[src/hdl/rmsac_pkg.sv]
// Shared types, codes and the bound function for the rate-monotonic admission block.
// Used by every module under hdl/; depends on nothing.

package rmsac_pkg;

  localparam int UTIL_W      = 32;
  localparam int TASK_W      = 7;
  localparam int TASK_LIMIT  = 64;
  localparam int TASK_IDX_W  = 6;
  localparam int QUEUE_DEPTH = 2;

  localparam logic FUNC_ADMIT   = 1'b0;
  localparam logic FUNC_RELEASE = 1'b1;

  localparam logic [2:0] ST_ADMITTED = 3'd0;
  localparam logic [2:0] ST_EXCEEDED = 3'd1;
  localparam logic [2:0] ST_BAD_PARM = 3'd2;
  localparam logic [2:0] ST_RELEASED = 3'd3;
  localparam logic [2:0] ST_FULL     = 3'd4;

  typedef struct packed {
    logic        func;
    logic [7:0]  cpu;
    logic [63:0] budget;
    logic [63:0] period;
  } in_t;

  typedef struct packed {
    logic [2:0]        status;
    logic [UTIL_W-1:0] utilization;
    logic [TASK_W-1:0] task_count;
  } out_t;

  // classified request as it travels from front to back
  typedef struct packed {
    logic        func;
    logic [7:0]  cpu;
    logic [63:0] budget;
    logic [63:0] period;
    logic        cpu_bad;
    logic        bad;
    logic        sat;
  } job_t;

  // 1/v by Newton iteration, for 0 < v < 256; elaboration only
  function automatic real recip(real v);
    real r;
    int  i;
    r = 0.0078125;
    for (i = 0; i < 40; i++) begin
      r = r * (2.0 - v * r);
    end
    return r;
  endfunction

  // floor(n * (2^(1/n) - 1) * 2^fb), evaluated at elaboration only.
  // Series form ln2 * sum x^(k-1)/k!, x = ln2/n, avoids cancellation.
  function automatic logic [UTIL_W-1:0] ll_bound(int n, int fb);
    real x;
    real term;
    real acc;
    real scale;
    int  k;
    x     = 0.6931471805599453 * recip(real'(n));
    term  = 1.0;
    acc   = 1.0;
    scale = 1.0;
    for (k = 2; k <= 24; k++) begin
      term = term * x * recip(real'(k));
      acc  = acc + term;
    end
    for (k = 0; k < fb; k++) begin
      scale = scale * 2.0;
    end
    if (n == 1) begin
      return UTIL_W'(64'd1 << fb);
    end
    return UTIL_W'($rtoi(0.6931471805599453 * acc * scale));
  endfunction

endpackage

[src/hdl/rmsac_front.sv]
// Front stage: takes request transfers, flags bad parameters and quotient saturation.
// Depends on rmsac_pkg; feeds rmsac_queue.

module rmsac_front #(
  parameter int NUM_CPUS  = 24,
  parameter int FRAC_BITS = 24
) (
  input  logic               clk,
  input  logic               rst_n,
  input  logic               in_valid,
  output logic               in_stall,
  input  rmsac_pkg::in_t     in_data,
  output logic               push,
  output rmsac_pkg::job_t    push_data,
  input  logic               q_full
);

  logic            hold_valid_r;
  rmsac_pkg::job_t hold_r;
  rmsac_pkg::job_t job_nxt;
  logic            take;

  assign in_stall  = hold_valid_r && q_full;
  assign take      = in_valid && !in_stall;
  assign push      = hold_valid_r;
  assign push_data = hold_r;

  always_comb begin
    job_nxt         = '0;
    job_nxt.func    = in_data.func;
    job_nxt.cpu     = in_data.cpu;
    job_nxt.budget  = in_data.budget;
    job_nxt.period  = in_data.period;
    job_nxt.cpu_bad = {1'b0, in_data.cpu} >= 9'(NUM_CPUS);
    job_nxt.bad     = job_nxt.cpu_bad || (in_data.period == '0) ||
                      ((in_data.func == rmsac_pkg::FUNC_ADMIT) && (in_data.budget == '0));
    // integer part of budget/period does not fit: quotient saturates
    job_nxt.sat     = (in_data.budget >> (rmsac_pkg::UTIL_W - FRAC_BITS)) >= in_data.period;
  end

  always_ff @(posedge clk) begin
    if (!rst_n) begin
      hold_valid_r <= 1'b0;
    end else if (take) begin
      hold_valid_r <= 1'b1;
    end else if (!q_full) begin
      hold_valid_r <= 1'b0;
    end
    if (take) begin
      hold_r <= job_nxt;
    end
  end

endmodule

[src/hdl/rmsac_queue.sv]
// Short FIFO of classified requests between front and back.
// Depends on rmsac_pkg for the entry type and depth.

module rmsac_queue (
  input  logic            clk,
  input  logic            rst_n,
  input  logic            push,
  input  rmsac_pkg::job_t push_data,
  output logic            full,
  input  logic            pop,
  output rmsac_pkg::job_t pop_data,
  output logic            empty
);

  localparam int DEPTH = rmsac_pkg::QUEUE_DEPTH;
  localparam int PTR_W = (DEPTH > 1) ? $clog2(DEPTH) : 1;

  rmsac_pkg::job_t  ent_r [DEPTH];
  logic [PTR_W-1:0] wr_ptr_r;
  logic [PTR_W-1:0] rd_ptr_r;
  logic [PTR_W:0]   cnt_r;
  logic             do_push;
  logic             do_pop;

  assign full     = cnt_r == (PTR_W + 1)'(DEPTH);
  assign empty    = cnt_r == '0;
  assign do_push  = push && !full;
  assign do_pop   = pop && !empty;
  assign pop_data = ent_r[rd_ptr_r];

  always_ff @(posedge clk) begin
    if (!rst_n) begin
      wr_ptr_r <= '0;
      rd_ptr_r <= '0;
      cnt_r    <= '0;
    end else begin
      if (do_push) begin
        wr_ptr_r <= (wr_ptr_r == PTR_W'(DEPTH - 1)) ? '0 : wr_ptr_r + 1'b1;
      end
      if (do_pop) begin
        rd_ptr_r <= (rd_ptr_r == PTR_W'(DEPTH - 1)) ? '0 : rd_ptr_r + 1'b1;
      end
      if (do_push && !do_pop) begin
        cnt_r <= cnt_r + 1'b1;
      end else if (do_pop && !do_push) begin
        cnt_r <= cnt_r - 1'b1;
      end
    end
    if (do_push) begin
      ent_r[wr_ptr_r] <= push_data;
    end
  end

endmodule

[src/hdl/rmsac_div.sv]
// Radix-2 restoring divider: floor(budget * 2^FRAC_BITS / period), 32 quotient bits.
// Caller guarantees the quotient fits; depends on rmsac_pkg for widths.

module rmsac_div #(
  parameter int FRAC_BITS = 24
) (
  input  logic        clk,
  input  logic        rst_n,
  input  logic        start,
  input  logic [63:0] budget,
  input  logic [63:0] period,
  output logic        done,
  output logic [rmsac_pkg::UTIL_W-1:0] quo
);

  localparam int QW     = rmsac_pkg::UTIL_W;
  localparam int ITER_W = $clog2(QW + 1);

  logic              run_r;
  logic              done_r;
  logic [ITER_W-1:0] left_r;
  logic [63:0]       rem_r;
  logic [63:0]       per_r;
  logic [QW-1:0]     low_r;
  logic [QW-1:0]     quo_r;
  logic [64:0]       trial;
  logic [64:0]       diff;
  logic              ge;

  assign trial = {rem_r, low_r[QW-1]};
  assign ge    = trial >= {1'b0, per_r};
  assign diff  = trial - {1'b0, per_r};
  assign done  = done_r;
  assign quo   = quo_r;

  always_ff @(posedge clk) begin
    if (!rst_n) begin
      run_r  <= 1'b0;
      done_r <= 1'b0;
      left_r <= '0;
    end else begin
      done_r <= 1'b0;
      if (start) begin
        run_r  <= 1'b1;
        left_r <= ITER_W'(QW);
      end else if (run_r) begin
        left_r <= left_r - 1'b1;
        if (left_r == ITER_W'(1)) begin
          run_r  <= 1'b0;
          done_r <= 1'b1;
        end
      end
    end
    if (start) begin
      rem_r <= budget >> (QW - FRAC_BITS);
      low_r <= QW'(budget << FRAC_BITS);
      per_r <= period;
    end else if (run_r) begin
      rem_r <= ge ? diff[63:0] : trial[63:0];
      low_r <= low_r << 1;
      quo_r <= {quo_r[QW-2:0], ge};
    end
  end

endmodule

[src/hdl/rmsac_back.sv]
// Back end: per-CPU utilization/count tables, quotient, bound check and result register.
// Depends on rmsac_pkg and rmsac_div.

module rmsac_back #(
  parameter int NUM_CPUS  = 24,
  parameter int MAX_TASKS = 64,
  parameter int FRAC_BITS = 24
) (
  input  logic            clk,
  input  logic            rst_n,
  input  logic            q_empty,
  input  rmsac_pkg::job_t q_data,
  output logic            q_pop,
  output logic            out_valid,
  input  logic            out_stall,
  output rmsac_pkg::out_t out_data
);

  localparam int UW     = rmsac_pkg::UTIL_W;
  localparam int TW     = rmsac_pkg::TASK_W;
  localparam int CPU_AW = (NUM_CPUS > 1) ? $clog2(NUM_CPUS) : 1;

  typedef enum logic [1:0] {S_IDLE, S_DIV, S_CALC, S_RESP} state_t;

  state_t          state_r, state_nxt;
  rmsac_pkg::job_t job_r, job_nxt;
  logic            need_div_r, need_div_nxt;
  logic [UW:0]     sum_r, sum_nxt;
  logic [UW-1:0]   sub_r, sub_nxt;
  logic [UW-1:0]   bound_r, bound_nxt;
  logic [UW-1:0]   util_cur_r, util_cur_nxt;
  logic [TW-1:0]   cnt_cur_r, cnt_cur_nxt;
  logic            out_valid_r, out_valid_nxt;
  rmsac_pkg::out_t out_r, out_nxt;

  logic [UW-1:0]       util_mem [NUM_CPUS];
  logic [TW-1:0]       cnt_mem  [NUM_CPUS];
  logic [NUM_CPUS-1:0] vld_r;
  logic [UW-1:0]       util_rd_r;
  logic [TW-1:0]       cnt_rd_r;
  logic                vld_rd_r;
  logic [CPU_AW-1:0]   rd_addr;
  logic [CPU_AW-1:0]   wr_addr;
  logic                wr_en;
  logic [UW-1:0]       wr_util;
  logic [TW-1:0]       wr_cnt;
  logic [UW-1:0]       util_rd;
  logic [TW-1:0]       cnt_rd;

  logic          div_start;
  logic          div_done;
  logic [UW-1:0] div_quo;
  logic [UW-1:0] quo;

  logic [UW-1:0] bound_tbl [rmsac_pkg::TASK_LIMIT];

  for (genvar g = 0; g < rmsac_pkg::TASK_LIMIT; g++) begin : g_bound
    localparam logic [UW-1:0] BND = rmsac_pkg::ll_bound(g + 1, FRAC_BITS);
    assign bound_tbl[g] = BND;
  end

  rmsac_div #(.FRAC_BITS(FRAC_BITS)) u_div (
    .clk    (clk),
    .rst_n  (rst_n),
    .start  (div_start),
    .budget (q_data.budget),
    .period (q_data.period),
    .done   (div_done),
    .quo    (div_quo)
  );

  assign rd_addr   = q_data.cpu[CPU_AW-1:0];
  assign wr_addr   = job_r.cpu[CPU_AW-1:0];
  assign util_rd   = vld_rd_r ? util_rd_r : '0;
  assign cnt_rd    = vld_rd_r ? cnt_rd_r : '0;
  assign quo       = job_r.sat ? '1 : div_quo;
  assign out_valid = out_valid_r;
  assign out_data  = out_r;

  always_ff @(posedge clk) begin
    if (wr_en) begin
      util_mem[wr_addr] <= wr_util;
      cnt_mem[wr_addr]  <= wr_cnt;
    end
    if (q_pop) begin
      util_rd_r <= util_mem[rd_addr];
      cnt_rd_r  <= cnt_mem[rd_addr];
      vld_rd_r  <= vld_r[rd_addr];
    end
  end

  always_ff @(posedge clk) begin
    if (!rst_n) begin
      vld_r <= '0;
    end else if (wr_en) begin
      vld_r[wr_addr] <= 1'b1;
    end
  end

  always_comb begin
    state_nxt     = state_r;
    job_nxt       = job_r;
    need_div_nxt  = need_div_r;
    sum_nxt       = sum_r;
    sub_nxt       = sub_r;
    bound_nxt     = bound_r;
    util_cur_nxt  = util_cur_r;
    cnt_cur_nxt   = cnt_cur_r;
    out_valid_nxt = out_valid_r && out_stall;
    out_nxt       = out_r;
    q_pop         = 1'b0;
    div_start     = 1'b0;
    wr_en         = 1'b0;
    wr_util       = sum_r[UW-1:0];
    wr_cnt        = cnt_cur_r;
    case (state_r)
      S_IDLE: begin
        if (!q_empty) begin
          q_pop        = 1'b1;
          job_nxt      = q_data;
          need_div_nxt = !q_data.bad && !q_data.sat;
          div_start    = !q_data.bad && !q_data.sat;
          state_nxt    = S_DIV;
        end
      end
      S_DIV: begin
        if (!need_div_r || div_done) begin
          state_nxt = S_CALC;
        end
      end
      S_CALC: begin
        sum_nxt      = {1'b0, util_rd} + {1'b0, quo};
        sub_nxt      = (util_rd > quo) ? util_rd - quo : '0;
        bound_nxt    = bound_tbl[cnt_rd[rmsac_pkg::TASK_IDX_W-1:0]];
        util_cur_nxt = util_rd;
        cnt_cur_nxt  = cnt_rd;
        state_nxt    = S_RESP;
      end
      S_RESP: begin
        if (!out_valid_r || !out_stall) begin
          out_valid_nxt       = 1'b1;
          out_nxt.utilization = util_cur_r;
          out_nxt.task_count  = cnt_cur_r;
          if (job_r.cpu_bad) begin
            out_nxt.status      = rmsac_pkg::ST_BAD_PARM;
            out_nxt.utilization = '0;
            out_nxt.task_count  = '0;
          end else if (job_r.bad) begin
            out_nxt.status = rmsac_pkg::ST_BAD_PARM;
          end else if (job_r.func == rmsac_pkg::FUNC_ADMIT) begin
            if (cnt_cur_r >= TW'(MAX_TASKS)) begin
              out_nxt.status = rmsac_pkg::ST_FULL;
            end else if (sum_r <= {1'b0, bound_r}) begin
              out_nxt.status      = rmsac_pkg::ST_ADMITTED;
              out_nxt.utilization = sum_r[UW-1:0];
              out_nxt.task_count  = cnt_cur_r + 1'b1;
              wr_en               = 1'b1;
              wr_util             = sum_r[UW-1:0];
              wr_cnt              = cnt_cur_r + 1'b1;
            end else begin
              out_nxt.status = rmsac_pkg::ST_EXCEEDED;
            end
          end else begin
            out_nxt.status      = rmsac_pkg::ST_RELEASED;
            out_nxt.utilization = sub_r;
            out_nxt.task_count  = (cnt_cur_r != '0) ? cnt_cur_r - 1'b1 : '0;
            wr_en               = 1'b1;
            wr_util             = sub_r;
            wr_cnt              = (cnt_cur_r != '0) ? cnt_cur_r - 1'b1 : '0;
          end
          state_nxt = S_IDLE;
        end
      end
      default: begin
        state_nxt = S_IDLE;
      end
    endcase
  end

  always_ff @(posedge clk) begin
    if (!rst_n) begin
      state_r     <= S_IDLE;
      out_valid_r <= 1'b0;
    end else begin
      state_r     <= state_nxt;
      out_valid_r <= out_valid_nxt;
    end
    job_r      <= job_nxt;
    need_div_r <= need_div_nxt;
    sum_r      <= sum_nxt;
    sub_r      <= sub_nxt;
    bound_r    <= bound_nxt;
    util_cur_r <= util_cur_nxt;
    cnt_cur_r  <= cnt_cur_nxt;
    out_r      <= out_nxt;
  end

endmodule

[src/hdl/rms_admission_control.sv]
// Top level of the rate-monotonic admission controller.
// Depends on rmsac_pkg, rmsac_front, rmsac_queue and rmsac_back.
//
// Usage:
//   Requests arrive on in_valid/in_stall/in_data: func (admit or release), cpu, budget
//   and period. A transfer happens on a clock edge with in_valid high and in_stall low.
//   Each request yields exactly one result on out_valid/out_stall/out_data: status,
//   the CPU's utilization after the operation (unsigned Q8.24 by default) and its
//   task count.
//   The front stage registers and classifies a request, a two-entry queue decouples it
//   from the back end, which works on one request at a time.
//   An admission or release request with good parameters passes through the 32 steps
//   of the radix-2 quotient divider before out_valid rises. Requests with bad
//   parameters or a saturated quotient skip the divider. The back end takes the next
//   request only after the divider and table update for the last one are done.
//   The front keeps taking requests while the queue has room and a result waits.
//   While out_valid and out_stall are high the result register holds its contents; the back end
//   finishes its current request and then waits.
//   Synchronous reset (rst_n low) empties the queue and marks all CPU table entries as
//   zero utilization and zero tasks; no clearing pass is needed.

module rms_admission_control #(
  parameter int NUM_CPUS  = 24,
  parameter int MAX_TASKS = 64,
  parameter int FRAC_BITS = 24
) (
  input  logic            clk,
  input  logic            rst_n,
  input  logic            in_valid,
  output logic            in_stall,
  input  rmsac_pkg::in_t  in_data,
  output logic            out_valid,
  input  logic            out_stall,
  output rmsac_pkg::out_t out_data
);

  logic            push;
  rmsac_pkg::job_t push_data;
  logic            q_full;
  logic            q_pop;
  rmsac_pkg::job_t q_data;
  logic            q_empty;

  rmsac_front #(
    .NUM_CPUS  (NUM_CPUS),
    .FRAC_BITS (FRAC_BITS)
  ) u_front (
    .clk       (clk),
    .rst_n     (rst_n),
    .in_valid  (in_valid),
    .in_stall  (in_stall),
    .in_data   (in_data),
    .push      (push),
    .push_data (push_data),
    .q_full    (q_full)
  );

  rmsac_queue u_queue (
    .clk       (clk),
    .rst_n     (rst_n),
    .push      (push),
    .push_data (push_data),
    .full      (q_full),
    .pop       (q_pop),
    .pop_data  (q_data),
    .empty     (q_empty)
  );

  rmsac_back #(
    .NUM_CPUS  (NUM_CPUS),
    .MAX_TASKS (MAX_TASKS),
    .FRAC_BITS (FRAC_BITS)
  ) u_back (
    .clk       (clk),
    .rst_n     (rst_n),
    .q_empty   (q_empty),
    .q_data    (q_data),
    .q_pop     (q_pop),
    .out_valid (out_valid),
    .out_stall (out_stall),
    .out_data  (out_data)
  );

endmodule

[config.mk]
export PLATFORM = sky130hd
export DESIGN_NAME = rms_admission_control
export DESIGN_NICKNAME = d
export VERILOG_FILES = /design/src/hdl/rmsac_pkg.sv /design/src/hdl/rmsac_front.sv /design/src/hdl/rmsac_queue.sv /design/src/hdl/rmsac_div.sv /design/src/hdl/rmsac_back.sv /design/src/hdl/rms_admission_control.sv
export SDC_FILE = /design/constraint.sdc
export NUM_CORES = 2
export LEC_CHECK = 0
export ABC_AREA = 1
export BUFFER_PORTS_ARGS = -buffer_cell sky130_fd_sc_hd__buf_2
export CELL_PAD_IN_SITES_DETAIL_PLACEMENT = 0
export CELL_PAD_IN_SITES_GLOBAL_PLACEMENT = 2
export CORE_ASPECT_RATIO = 0.5
export CORE_MARGIN = 1.5
export CORE_UTILIZATION = 43
export CTS_CLUSTER_SIZE = 40
export DETAILED_ROUTE_END_ITERATION = 12
export PLACE_DENSITY_LB_ADDON = 0.05
export SYNTH_ARGS = -nofsm -noshare
export SYNTH_HDL_FRONTEND = slang
export SYNTH_SLANG_ARGS = --single-unit
export TNS_END_PERCENT = 5
[constraint.sdc]
create_clock -name clk -period 9.2 [get_ports clk]
set_input_delay 0.46 -clock clk [delete_from_list [all_inputs] [get_ports clk]]
set_output_delay 0.46 -clock clk [all_outputs]
set_load 0.02 [all_outputs]
After elaboration in Yosys (flattened, before gate mapping):

Memories as Yosys holds them, arrays and structs flattened. A register that Yosys moved wholly into a read port is not among the register bits.
Index checks and enable logic that the tools add are counted.

* flip-flop bits (word level): 505
* bits in writable memories: 1216
* memory bits (read-only): 2048
* word-level logic and storage cells: 183
* memories kept: 4

Memories
* (no name shown): depth 64, width 32, rd ports 1, clocked after Yosys merged registers in 1, write ports 0, RTL line rmsac_back.sv:134 `bound_nxt = bound_tbl[cnt_rd[rmsac_pkg::TASK_IDX_W-1:0]];`
* u_back.util_mem: depth 24, width 32, rd ports 1, clocked after Yosys merged registers in 1, write ports 1, RTL line rmsac_back.sv:36 `logic [UW-1:0] util_mem [NUM_CPUS];`
* u_queue.ent_r: depth 2, width 140, rd ports 1, clocked after Yosys merged registers in 1, write ports 1, RTL line rmsac_queue.sv:18 `rmsac_pkg::job_t ent_r [DEPTH];`
* u_back.cnt_mem: depth 24, width 7, rd ports 1, clocked after Yosys merged registers in 1, write ports 1, RTL line rmsac_back.sv:37 `logic [TW-1:0] cnt_mem [NUM_CPUS];`

* add/subtract/negate cells: 10
* magnitude comparators: 9
* eq/ne operators: 9
* muxes and demuxes: 66
* bitwise operators: 7
* reduce and logical (&&, ||, !) cells: 39

Operators with widths (count)
* $mux W32: 9
* $logic_not A64 Y1: 2
* $mux W39: 3
* $mux W56: 2
* $ge A65 B64 Y1: 1
* $ge A56 B64 Y1: 1
* $mux W64: 1
* $sub A64 B64 Y64: 1
* $mux W7: 8
* $mux W40: 1
* $add A32 B32 Y33: 1
* $le A33 B32 Y1: 1
* $gt A32 B32 Y1: 1
* $sub A32 B32 Y32: 1
* $mux W1: 30
* $or A24 B24 Y24: 1
* $mux W6: 3
* $lt A5 B6 Y1 const B: 2
* $logic_and A1 B1 Y1: 10
* $logic_not A1 Y1: 10
* $mux W2: 5
* $ge A8 B5 Y1 const B: 1
* $pmux W2 S4: 1
* $add A7 B1 Y7 const B: 1
* 25 further kinds: 43

Depth between registers and ports, before layout:

* depth in word-level cells: 10
* gate-level depth with buffers: 20

Hierarchy:

A second synthesis with hierarchy kept.

* cells, all modules: 7453
* area total of the unflattened synthesis: 82580.5 µm²

Modules (own cells, without submodules)
* rmsac_back: times used 1, cells an instance 4618, area an instance 52519.1 µm², sequential area each 35283.8 µm²
* rmsac_div: times used 1, cells an instance 1890, area an instance 13168.9 µm², sequential area each 5124.9 µm²
* rmsac_queue: times used 1, cells an instance 474, area an instance 10760.3 µm², sequential area each 8508.2 µm²
* rmsac_front: times used 1, cells an instance 471, area an instance 6132.1 µm², sequential area each 4224.1 µm²

Least setup slack after synthesis:

No wires, ideal clock.

* kind: reg-to-reg
* start point: register u_queue.cnt_r[0]
* end point: memory u_queue.ent_r[1][0] in the netlist's numbering, enable pin
* setup time: 636 ps
* arrival time: 6389 ps
* data required time: 8564 ps
* slack: 2175 ps
* cell stages (with the launch flop): 5
* cell sequence: dfxtp_1 inv_1 a21oi_1 inv_1 nor2_1

* cells in the longest elaborated chain, start to end: 5

RTL lines
* from (decl): RTL line rmsac_queue.sv:21 `logic [PTR_W:0] cnt_r;`
* from (signal assigned): RTL line rmsac_queue.sv:44 `cnt_r <= cnt_r + 1'b1;`
* from (signal assigned): RTL line rmsac_queue.sv:46 `cnt_r <= cnt_r - 1'b1;`
* $eq A2 B2 Y1: RTL line rmsac_queue.sv:25 `assign full = cnt_r == (PTR_W + 1)'(DEPTH);`
* $logic_not A1 Y1: RTL line rmsac_queue.sv:27 `assign do_push = push && !full;`
* $logic_and A1 B1 Y1: RTL line rmsac_queue.sv:27
* net u_queue.do_push: RTL line rmsac_queue.sv:22 `logic do_push;`
* $mux W1: RTL line rmsac_queue.sv:49 `if (do_push) begin`
* $mux W1 (implied by the code): RTL line rmsac_queue.sv:50 `ent_r[wr_ptr_r] <= push_data;`
* to (decl): RTL line rmsac_queue.sv:18

The timed path passes the listed nets, and every way through them passes these cells.

Worst setup path in the final report:

* start point: register u_back.sum_r[24]
* end point: memory u_back.cnt_mem[0][2] in the netlist's numbering, enable pin

* cells in the longest elaborated chain, start to end: 10

RTL lines
* from (decl): RTL line rmsac_back.sv:28 `logic [UW:0] sum_r, sum_nxt;`
* from (signal assigned): RTL line rmsac_back.sv:190 `sum_r <= sum_nxt;`
* $le A33 B32 Y1: RTL line rmsac_back.sv:153 `end else if (sum_r <= {1'b0, bound_r}) begin`
* $mux W1: RTL line rmsac_back.sv:153
* $mux W1: RTL line rmsac_back.sv:151 `if (cnt_cur_r >= TW'(MAX_TASKS)) begin`
* $mux W1: RTL line rmsac_back.sv:150 `end else if (job_r.func == rmsac_pkg::FUNC_ADMIT) begin`
* $mux W1: RTL line rmsac_back.sv:148 `end else if (job_r.bad) begin`
* $mux W1: RTL line rmsac_back.sv:144 `if (job_r.cpu_bad) begin`
* $mux W1: RTL line rmsac_back.sv:140 `if (!out_valid_r || !out_stall) begin`
* $mux W1: RTL line rmsac_back.sv:116 `case (state_r)`
* $mux W1: RTL line rmsac_back.sv:81 `if (wr_en) begin`
* $mux W1 (implied by the code): RTL line rmsac_back.sv:83 `cnt_mem[wr_addr] <= wr_cnt;`
* to (decl): RTL line rmsac_back.sv:37

No other way between the ends.

==> qor.csv <==
stage,metric,value,unit
final_layout,layout_common_cells,"1728 x edfxtp_1, 1412 x nand2_1, 929 x nor2_1, 677 x o21ai_0, 619 x inv_1",
floorplan,start_util,43.45,%
detailed_routing,first_iter_violations,6102,
sta,maxSlewHeadroom,20.89,%
setup_path,arrival,5.52,ns
power_and_ir_drop,max-vdd-ir-drop,0.3052,mV
final_layout,areaGrowthSynthToFinish,12.64,%
clock_network,cts_resized,0,
sta,tightest_slew,1.157,ns
sta,rsz0062_at_grt,false,
global_route,grtUsageTotal,27.06,%
synth,syn_area_per_cell,10.85,µm²
synth,synth_edf_count,1728,
sta,setup_ws,4.160,ns
synth,synthTopCellsByArea,"edfxtp_1 64%, nand2_1 6.5%, nor2_1 4.4%, o21ai_0 4.3%, ha_1 3.6%",
detailed_routing,wirelength,263800,µm
detailed_routing,drc,0,
setup_path,r2r_setup_slack,4.16,ns
detailed_routing,viasPerCell,5.594,
power_and_ir_drop,leakagePower,0.03366,µW
synth,syn_inst,7490,
placed_design,port_buffers,184,
clock_network,clock_sinks,1777,
floorplan,die_width,617.9,µm
setup_path,setup.worst_path.class,register to register,
synth,ys.flop_type,edfxtp_1,
placed_design,globalplace.congestion,0.9190,
global_route,antenna_found_initial,9,
global_route,grt_first_pass_wirelength,382000,µm
sta,finalHoldViolCount,0,
synth,ys_types,71,
worst_hold_path,hold_path_end,u_front.push_data[2],
floorplan,dieArea,191800,µm²
clock_network,tritoncts,built,
setup_path,rr_startpoint,u_back.sum_r[24],
synth,yosysWarnings,0,
setup_path,r2r-end,u_back.cnt_mem[0][2],
synth,synth.ff_latch_count,1777,
detailed_routing,drt_first_pass_iters,6,
setup_path,worst_setup_path_end_kind,register,
worst_hold_path,holdPathStages,4,
placed_design,hpwl,170500,µm
sta,fmax,198.4,MHz
status,status,finished clean,
final_layout,drive_gt1_share,8.022,%
clock_network,cts_buffers,172,
setup_path,cp-start-kind,register,
clock_network,cts_max_path_buffers,4,
worst_hold_path,hp-class,primary input to register,
clock_network,h-tree-depth,4,
global_route,grt_max_degree,235,
synth,synth_area,81290,µm²
detailed_routing,drt.antenna.violating_nets,0,
sta,finalMaxSlewViolations,0,
floorplan,fp.coreArea,187100,µm²
synth,synth_top_cell_area_share,63.83,%
final_layout,stdcell_count,10364,
floorplan,die_y,310.4,µm
setup_path,ff2ff_path_depth,15,
final_layout,nets,8110,
global_route,grt_pass1_vias,56698,
global_route,overflow,0,
setup_path,crit_required,9.68,ns
floorplan,row_count,112,
sta,finalClockSkew,0.07169,ns
clock_network,clk_pin_slew,0.06,ns
detailed_routing,vias,57978,
setup_path,crit_fanout,59,
sta,post-route-period-util,54.78,%
synth,seq_area_frac_synth,65.04,%
detailed_routing,wl_per_cell,25.46,µm
synth,yosys.area.top_type,edfxtp_1,
sta,fin_tns_setup,0,ns
job,maxCapViolCount,0,
clock_network,cts_root_buffer,clkbuf_16,
worst_hold_path,hold_start,in_data[134],
floorplan,io_pins,185,
placed_design,dp.cells,9930,
clock_network,clk_latency,0.85,ns
final_layout,fill_cells,17017,
placed_design,dpl_worst_slack,4.099,ns
synth,syn_nets,7867,
final_layout,mostFrequentLayoutCell,edfxtp_1,
sta,setup_violations,0,
synth,async_reset_ff_share,0,%
power_and_ir_drop,p_per_area,316.2,nW/µm²
sta,min_period,5.040,ns
==> synthesized netlist by cell type (6+ instances only) <==
library cell / count
a21o_1: 6
o21bai_1: 31
buf_2: 100
a31oi_1: 38
ha_1: 233
xnor2_1: 38
o21ai_1: 48
nand2_1: 1414
nand3_1: 231
a21boi_0: 6
o22ai_1: 101
inv_1: 632
nand3b_1: 72
buf_4: 13
buf_1: 21
o21a_1: 7
edfxtp_1: 1728
xor2_1: 41
o31ai_1: 11
o211ai_1: 58
dfxtp_1: 49
a221oi_1: 6
nor2_1: 950
nor3_1: 37
nor4_1: 40
a21oi_1: 328
o221ai_1: 142
a211oi_1: 7
buf_6: 15
nand4_1: 71
or2_2: 16
nand2_2: 15
o21ai_0: 705
clkbuf_1: 201
==> critical path, cell delays in order (launching register included) <==
cell      delay [ns]
edfxtp_1        0.42
ha_1            0.34
a21oi_1         0.15
o21ai_0         0.09
or2_0           0.22
nor2_1          0.12
nand3_1         0.11
nand2_1         0.32
nand2_2         0.06
buf_4           0.32
nand2_4         0.37
nand3_4         0.35
inv_2           0.20
nand3_1         0.36
nor2_4          0.64
buf_4           0.56
==> stage by stage <==
stage / hold WS, ns / power (µW) / util, % / instance area (µm²)
floorplan: 0.4174 / 17790 / - / 81290
global placement: 0.4212 / 22040 / 45.34 / 84820
detailed placement: 0.4285 / 22020 / 45.34 / 84820
CTS: 0.1022 / 29110 / 48.94 / 91550
global route: 0.1261 / 30510 / 48.94 / 91560
finish: 0.1443 / 28950 / 48.94 / 91560
==> per-layer routing <==
layer  up-vias  routed length (µm)  global-route usage (%)
met5         -                   0                       0
met1     28875              114000                   36.68
met2      1877              125700                   45.32
met4         0                8392                   8.404
met3       365               15790                   3.772
li1      26861                   -                       -
==> cell type report <==
class	instances	area (µm²)	area share [%]
clock inverters	82	783.3	0.8555
clock buffers	212	4581	5.003
repair buffers	422	3100	3.386
flip-flops and latches	1777	52870	57.75
multi-input cells	4715	24620	26.89
inverters	645	2452	2.678
diodes	3	7.507	0.008199
well taps	2508	3138	3.427
==> power by group <==
group          switching (µW)  leakage [µW]  total [µW]  internal (µW)
sequential                511        0.0162       11100          10600
combinational            8040        0.0149       10800           2800
clock                    3110       0.00260        6990           3880
total                   11700        0.0337       29000          17300
==> worst max path at each step <==
| stage | slack, ns | from | endpoint |
|---|---|---|---|
| floorplan | 2.17 | u_queue.cnt_r[0] | u_queue.ent_r[1][0] |
| global route | 3.76 | u_back.sum_r[15] | u_back.util_mem[0][25] |
| CTS | 4.13 | u_back.sum_r[24] | u_back.cnt_mem[0][2] |
| finish | 4.16 | u_back.sum_r[24] | u_back.cnt_mem[0][2] |
| global placement | 4.09 | u_back.sum_r[24] | u_back.util_mem[0][2] |
| detailed placement | 4.10 | u_back.sum_r[24] | u_back.util_mem[0][22] |
==> cells by family (layout without fill, tap and decap cells) <==
family	after synthesis	in the layout	share of synthesized area [%]
and+or+nand+nor	2868	2868	14.55
DFF	1777	1777	65.04
AOI/OAI and AO/OA	1528	1528	10.86
buffers and inverters	998	1361	4.986
adders and majority gates	236	236	3.660
xor gates and xnor gates	79	79	0.8512
muxes	4	4	0.05541
other	0	3	0
==> state kept, by name, summed over array words and instances, names as in the netlist, 9 cells and up, named ones only <==
signal and count:
u_back.bound_r 25, u_back.cnt_mem 168, u_back.job_r 9, u_back.out_data 42, u_back.sub_r 32, u_back.sum_r 33, u_back.u_div.per_r 64, u_back.u_div.quo 32
u_back.u_div.rem_r 64, u_back.util_cur_r 32, u_back.util_mem 768, u_back.util_rd_r 32, u_back.vld_r 24, u_front.push_data 137, u_queue.ent_r 274
==> what timing repair did <==
action	in CTS	in global routing
setup endpoints to repair	0	0
hold buffers	137	0
hold endpoints to repair	137	0
setup buffers	0	0
No activity file was read; power rests on OpenSTA's default activity.
